<file path="config.mk">
export PLATFORM = sky130hd
export DESIGN_NAME = phased_array_phase_to_dac_frames_top
export DESIGN_NICKNAME = d
export VERILOG_FILES = /design/src/hw/rtl/padac_pkg.sv /design/src/hw/rtl/phased_array_phase_to_dac_frames_top.sv
export VERILOG_INCLUDE_DIRS = /design/src /design/src/hw/rtl
export SDC_FILE = /design/constraint.sdc
export NUM_CORES = 1
export LEC_CHECK = 0
export CAP_MARGIN = 25
export CORE_MARGIN = 1.5
export CORE_UTILIZATION = 50
export DETAILED_ROUTE_END_ITERATION = 16
export DONT_BUFFER_PORTS = 1
export GPL_ROUTABILITY_DRIVEN = 0
export PLACE_DENSITY = 0.71
export SLEW_MARGIN = 20
export SYNTH_ARGS = -nofsm -noshare
export SYNTH_HDL_FRONTEND = slang
export SYNTH_SLANG_ARGS = --single-unit
</file>
<file path="constraint.sdc">
create_clock -name clock -period 3.1 [get_ports clock]
set_clock_uncertainty 0.15 [all_clocks]
set_input_delay 0.465 -clock clock [delete_from_list [all_inputs] [get_ports clock]]
set_output_delay 0.465 -clock clock [all_outputs]
set_load 0.01 [all_outputs]
</file>
<file path="src/hw/rtl/assert_macros.svh">
// assertion macros used by the rtl top level
`ifndef ASSERT_MACROS_SVH
`define ASSERT_MACROS_SVH
`ifndef SYNTHESIS
// same-cycle implication, checked at every rising edge outside reset
`define AST_NOW(label, clk, rst, ante, cons) \
   label: assert property (@(posedge clk) disable iff (rst) (ante) |-> (cons)) \
      else $error("assertion failed");
// next-cycle implication
`define AST_NEXT(label, clk, rst, ante, cons) \
   label: assert property (@(posedge clk) disable iff (rst) (ante) |=> (cons)) \
      else $error("assertion failed");
`else
`define AST_NOW(label, clk, rst, ante, cons)
`define AST_NEXT(label, clk, rst, ante, cons)
`endif
`endif

</file>
<file path="src/hw/rtl/padac_pkg.sv">
// constants, codes and the phase quantiser for the phase to dac frame block
`timescale 1ns / 1ps
package padac_pkg;

   localparam int DEF_ELEMENTS = 64;
   localparam int IDX_W        = 6;
   localparam int PHASE_W      = 16;
   localparam int CODE_W       = 12;
   localparam int CMD_W        = 6;
   localparam int BYTE_W       = 8;

   // operation codes
   localparam logic OP_WRITE = 1'b0;
   localparam logic OP_STEER = 1'b1;

   // write-and-update command in the top bits of the command byte
   localparam logic [CMD_W-4:0] CMD_WRITE_UPDATE = 3'b110;

   // round(4095 * phase / 32768), full scale at or above a half turn
   function automatic logic [CODE_W-1:0] quantise(input logic [PHASE_W-1:0] phase);
      logic [26:0] prod;
      logic [26:0] sum;
      prod = {phase[PHASE_W-2:0], 12'd0} - {12'd0, phase[PHASE_W-2:0]};
      sum  = prod + 27'd16384;
      if (phase[PHASE_W-1]) begin
         return {CODE_W{1'b1}};
      end
      return sum[26:15];
   endfunction

endpackage

</file>
<file path="src/hw/rtl/phased_array_phase_to_dac_frames_top.sv">
// phased array phase to dac code and frame converter, top level
// an accepted beat passes the work register, then the result register, to rsp_
// write beats: one per cycle unless stalled, one frame each (dropped past the array size)
// steer beats: ELEMENTS frames, one per cycle unless stalled, set by the element sequencer
// reset (synchronous, active high) clears the element counter and both valids
`timescale 1ns / 1ps
`include "assert_macros.svh"
module phased_array_phase_to_dac_frames_top
   import padac_pkg::*;
#(
   parameter int ELEMENTS = DEF_ELEMENTS
) (
   input  logic                clock,
   input  logic                reset,
   // request channel
   input  logic                req_valid,
   output logic                req_ready,
   input  logic                req_operation,
   input  logic [PHASE_W-1:0]  req_phase_value,
   input  logic                req_last_element,
   // response channel
   output logic                rsp_valid,
   input  logic                rsp_ready,
   output logic [IDX_W-1:0]    rsp_element_index,
   output logic [CODE_W-1:0]   rsp_dac_code,
   output logic [CMD_W-1:0]    rsp_command_byte,
   output logic [BYTE_W-1:0]   rsp_high_byte,
   output logic [BYTE_W-1:0]   rsp_low_byte,
   output logic                rsp_end_of_run
);

   // counter has to hold ELEMENTS itself (saturated state)
   localparam int                CNT_W    = $clog2(ELEMENTS + 1);
   localparam logic [CNT_W-1:0]  ELEM_CNT = CNT_W'(ELEMENTS);
   localparam logic [IDX_W-1:0]  LAST_IDX = IDX_W'(ELEMENTS - 1);

   // element counter for write mode
   logic [CNT_W-1:0]    element_counter_ff, element_counter_in;

   // work register: the frame about to be quantised
   logic                wrk_valid_ff, wrk_valid_in;
   logic                wrk_steer_ff, wrk_steer_in;
   logic [IDX_W-1:0]    wrk_index_ff, wrk_index_in;
   logic [PHASE_W-1:0]  wrk_phase_ff, wrk_phase_in;
   logic [PHASE_W-1:0]  wrk_step_ff, wrk_step_in;
   logic                wrk_end_ff, wrk_end_in;

   // result register
   logic                rsp_valid_ff, rsp_valid_in;
   logic [IDX_W-1:0]    rsp_index_ff;
   logic [CODE_W-1:0]   rsp_code_ff;
   logic                rsp_end_ff;

   logic                rsp_take;
   logic                adv;
   logic                wrk_final;
   logic                req_acc;
   logic                room;
   logic [CODE_W-1:0]   code;

   // result slot is free or being emptied this cycle
   assign rsp_take  = !rsp_valid_ff || rsp_ready;
   assign adv       = wrk_valid_ff && rsp_take;
   // write frames are single; steer finishes on the last element
   assign wrk_final = !wrk_steer_ff || (wrk_index_ff == LAST_IDX);
   assign req_ready = !wrk_valid_ff || (adv && wrk_final);
   assign req_acc   = req_valid && req_ready;
   assign room      = element_counter_ff < ELEM_CNT;

   assign code = quantise(wrk_phase_ff);

   always_comb begin
      element_counter_in = element_counter_ff;
      wrk_valid_in       = wrk_valid_ff;
      wrk_steer_in       = wrk_steer_ff;
      wrk_index_in       = wrk_index_ff;
      wrk_phase_in       = wrk_phase_ff;
      wrk_step_in        = wrk_step_ff;
      wrk_end_in         = wrk_end_ff;

      // steer sequencer: next element, phase grows by one step; a final frame empties the work register
      if (adv) begin
         if (wrk_final) begin
            wrk_valid_in = 1'b0;
         end else begin
            wrk_index_in = wrk_index_ff + IDX_W'(1);
            wrk_phase_in = wrk_phase_ff + wrk_step_ff;
            wrk_end_in   = (wrk_index_ff + IDX_W'(1)) == LAST_IDX;
         end
      end

      if (req_acc) begin
         if (req_operation == OP_STEER) begin
            wrk_valid_in       = 1'b1;
            wrk_steer_in       = 1'b1;
            wrk_index_in       = '0;
            wrk_phase_in       = '0;
            wrk_step_in        = req_phase_value;
            wrk_end_in         = (LAST_IDX == '0);
            element_counter_in = '0;
         end else begin
            // beats past the array size are dropped
            wrk_valid_in = room;
            wrk_steer_in = 1'b0;
            wrk_index_in = IDX_W'(element_counter_ff);
            wrk_phase_in = req_phase_value;
            wrk_step_in  = req_phase_value;
            wrk_end_in   = req_last_element;
            if (req_last_element) begin
               element_counter_in = '0;
            end else if (room) begin
               element_counter_in = element_counter_ff + CNT_W'(1);
            end
         end
      end

      if (adv) begin
         rsp_valid_in = 1'b1;
      end else if (rsp_ready) begin
         rsp_valid_in = 1'b0;
      end else begin
         rsp_valid_in = rsp_valid_ff;
      end
   end

   // control state
   always_ff @(posedge clock) begin
      if (reset) begin
         element_counter_ff <= '0;
         wrk_valid_ff       <= 1'b0;
         rsp_valid_ff       <= 1'b0;
      end else begin
         element_counter_ff <= element_counter_in;
         wrk_valid_ff       <= wrk_valid_in;
         rsp_valid_ff       <= rsp_valid_in;
      end
   end

   // payload, no reset needed
   always_ff @(posedge clock) begin
      wrk_steer_ff <= wrk_steer_in;
      wrk_index_ff <= wrk_index_in;
      wrk_phase_ff <= wrk_phase_in;
      wrk_step_ff  <= wrk_step_in;
      wrk_end_ff   <= wrk_end_in;
      if (adv) begin
         rsp_index_ff <= wrk_index_ff;
         rsp_code_ff  <= code;
         rsp_end_ff   <= wrk_end_ff;
      end
   end

   // frame packing straight off the result register
   assign rsp_valid         = rsp_valid_ff;
   assign rsp_element_index = rsp_index_ff;
   assign rsp_dac_code      = rsp_code_ff;
   assign rsp_command_byte  = {CMD_WRITE_UPDATE, rsp_index_ff[2:0]};
   assign rsp_high_byte     = rsp_code_ff[CODE_W-1:4];
   assign rsp_low_byte      = {rsp_code_ff[3:0], 4'd0};
   assign rsp_end_of_run    = rsp_end_ff;

   // counter never passes the array size
   `AST_NOW(a_cnt_bound, clock, reset, 1'b1, element_counter_ff <= ELEM_CNT)
   // a steer beat starts the sequencer at element zero
   `AST_NEXT(a_steer_start, clock, reset, req_acc && (req_operation == OP_STEER),
             wrk_valid_ff && wrk_steer_ff && (wrk_index_ff == '0))
   // a stalled sequencer keeps its element
   `AST_NEXT(a_steer_hold, clock, reset, wrk_valid_ff && !adv,
             wrk_valid_ff && $stable(wrk_index_ff) && $stable(wrk_phase_ff))
   // a new beat is taken only when the work register empties
   `AST_NOW(a_ready_frees, clock, reset, req_ready && wrk_valid_ff, adv && wrk_final)

endmodule

</file>
==> impl_metrics.py <==
metrics = {
    "run_status": {
        "status": "finished, final reports clean",
    },
    "grt": {
        "top_usage_layer": "met2",
        "grt_start_max_net_pins": 24,
        "met1_usage_pct": 25.8,
        "use_met3_pct": 5.27,
        "grt_usage_pct": 19.5,
        "grt_pass1_wl_um": 15100,
        "grtUsageMet2_pct": 31.2,
        "grt.overflow.total": 0,
        "grt_pass1_vias": 3213,
        "grt_antenna_before_repair": 0,
    },
    "final_layout": {
        "final-seq-area_um2": 1950,
        "layout-drive-gt1-share_pct": 9.33,
        "multi_input_area_um2": 2350,
        "areaGrowthSynthToFinish_pct": 4.74,
        "nFillCells": 774,
        "finalCoreUtilization_pct": 54.7,
        "nets": 510,
        "antennaDiodeCount": 0,
    },
    "synth": {
        "yosys_warnings": 0,
        "synth_most_common_cell": "edfxtp_1",
        "ys.flop_type": "edfxtp_1",
        "synth_area_per_cell_um2": 10.0,
        "ys_seq_area_share_pct": 42.3,
        "synthTopCellsByArea": "edfxtp_1 38%, ha_1 11%, dfxtp_1 3.9%",
        "synth.distinct_cells": 67,
        "ys_top_cells_by_count": "59 x edfxtp_1, 42 x ha_1, 37 x nor2_1, 33 x a21oi_1",
        "synthesis.area_um2": 4620,
        "synth_edf_count": 59,
        "yosysTopAreaCell": "edfxtp_1",
        "synth_async_sr_flop_share_pct": 0,
        "yosys.area.top_type_share_pct": 38.4,
        "synth_seq_cells": 68,
        "syn_inst": 461,
    },
    "sta": {
        "rsz0062_at_grt": "no",
        "hold_viol_final": 0,
        "fin_crit_sh_pct": 90.5,
        "drv_slew": 0,
        "worst_pin_slew_ns": 0.916,
        "period_minus_slack_ns": 2.81,
        "timing.final.ws_setup_ns": 0.295,
        "timing.fmax_ghz": 0.356,
        "relSlewSlack_pct": 38.7,
        "setup_viol": 0,
        "setup_tns_ns": 0,
    },
    "setup_path": {
        "critPathArrivalTime_ns": 2.74,
        "start_kind": "register",
        "endpoint_kind": "register",
        "cp_max_fo": 4,
        "worstPathRequired_ns": 3.03,
        "setup.worst_path.class": "reg -> reg",
    },
    "route": {
        "drt-total-wl_um": 9100,
        "route.detailed.wl_per_inst_um": 16.3,
        "viasPerCell": 5.91,
        "vias": 3299,
        "drc": 0,
        "drtIter0Drc": 207,
        "final_antenna_net_count": 0,
        "drt-pass1-iter-count": 5,
    },
    "cts": {
        "cts_max_level": 3,
        "clkTransAtPathRegs_ns": 0.07,
        "cts_buffers": 9,
        "cts_root_buf": "clkbuf_8",
        "cts_tree": "yes",
        "postCtsSetupBuffers": 0,
        "clk_latency_ns": 0.34,
        "cts_sinks": 68,
        "hold_buffers": 0,
        "clock_path_buffers": 2,
        "post_cts_resized": 0,
    },
    "min_path": {
        "hp-class": "in -> reg",
    },
    "floorplan": {
        "io_pins": 65,
        "rows": 34,
        "dieHeight_um": 99.1,
        "fp.dieW_um": 99.1,
        "start_util_pct": 52.2,
        "core_region_area_um2": 8850,
        "die_area_um2": 9820,
    },
    "place": {
        "pre_cts_slack_ns": 0.345,
        "hpwl_um": 6810,
        "io_buffers": 0,
    },
    "flow_run": {
        "cap_violations": 0,
    },
    "power": {
        "p_leak_nw": 1.87,
        "p_per_area_nw_per_um2": 753,
        "power_mw": 3.64,
        "peakVddDrop_mv": 0.420,
    },
}
-- report_power, final --
group / total (mW) / internal (mW) / switching (mW) / leakage [nW]
sequential: 1.34 / 1.18 / 0.151 / 0.642
clock: 0.875 / 0.531 / 0.344 / 0.115
combinational: 1.43 / 0.601 / 0.831 / 1.12
total: 3.64 / 2.32 / 1.33 / 1.87
-- kinds of logic (layout without fill, tap and decap cells) --
logic type	Yosys count	after routing	share of synthesized area [%]
simple gates	142	142	16.0
compound gates	113	113	16.8
flops	68	68	42.3
buf+inv	64	48	7.32
fa+ha+maj	43	43	11.8
xor+xnor	23	23	4.36
mux	6	6	1.30
other cells	2	7	0.163
-- worst paths after layout --
check,from,endpoint,slack (ns),depth (start not counted)
setup reg to reg,wrk_phase_ff[1],rsp_dac_code[10],0.29,8
setup / recovery,wrk_phase_ff[1],rsp_dac_code[10],0.29,8
hold / removal,reset,element_counter_ff[3],0.03,1
hold reg to reg,wrk_end_ff,rsp_end_of_run,0.30,0
-- layout make-up --
class | instances | area share, %
multi-input cells | 334 | 48.6
flip-flops and latches | 68 | 40.4
well taps | 108 | 2.79
clock buffers | 9 | 2.56
clock inverters | 7 | 2.38
inverters | 28 | 2.20
repair buffers | 4 | 1.14
-- metal layers --
metal	part of all wire (%)	up-vias	wire (um)
met5	0	-	0
met4	1.4	0	126
li1	-	1629	-
met3	6.7	9	607
met1	45	1557	4130
met2	47	104	4240
-- stage by stage --
| stage | instance area [um^2] | cells | hold slack, ns |
|---|---|---|---|
| finish | 4840 | 558 | 0.0332 |
| global route | 4840 | 558 | 0.00830 |
| CTS | 4840 | 558 | 0.0167 |
| detailed placement | 4600 | 542 | 0.273 |
| global placement | 4600 | 542 | 0.268 |
| floorplan | 4640 | 466 | 0.250 |
-- cell usage in the layout, fill, tap and decap left out, types with 3 or more instances in the layout --
| cell type | netlist | final |
|---|---|---|
| a211oi_1 | 6 | 6 |
| a21o_1 | 6 | 6 |
| a21oi_1 | 33 | 33 |
| a31o_2 | 3 | 3 |
| a31oi_1 | 6 | 6 |
| and2_1 | 3 | 3 |
| and3_1 | 4 | 4 |
| bufinv_16 | 0 | 3 |
| clkbuf_8 | 0 | 9 |
| clkinv_2 | 1 | 3 |
| conb_1 | 2 | 7 |
| dfxtp_1 | 9 | 9 |
| edfxtp_1 | 59 | 59 |
| ha_1 | 42 | 42 |
| inv_1 | 27 | 27 |
| mux2i_1 | 6 | 6 |
| nand2_1 | 19 | 19 |
| nand2b_1 | 5 | 5 |
| nand3_1 | 28 | 28 |
| nand4_1 | 6 | 6 |
| nor2_1 | 37 | 37 |
| nor2b_1 | 8 | 7 |
| nor3_1 | 9 | 9 |
| nor3b_1 | 4 | 4 |
| nor4_1 | 3 | 3 |
| o21a_1 | 3 | 3 |
| o21ai_0 | 28 | 28 |
| o21bai_1 | 3 | 3 |
| o31ai_1 | 4 | 4 |
| xnor2_1 | 12 | 12 |
| xor2_1 | 11 | 11 |
-- worst max-delay path: stages, from the launching register on --
cell and delay (ns):
edfxtp_1 0.47, ha_1 0.33, ha_1 0.28, and4bb_2 0.26, and4_4 0.18, o41ai_4 0.41
nor2_2 0.08, a221oi_2 0.28, mux2i_1 0.10
-- flip-flops by register name (all words and copies together), names as in the netlist --
register	flops
rsp_valid	1
wrk_steer_ff	1
element_counter_ff	7
wrk_end_ff	1
rsp_end_of_run	1
wrk_index_ff	6
wrk_phase_ff	16
wrk_valid_ff	1
rsp_element_index	6
rsp_dac_code	12
wrk_step_ff	16
No activity file was read; power rests on OpenSTA's default activity.
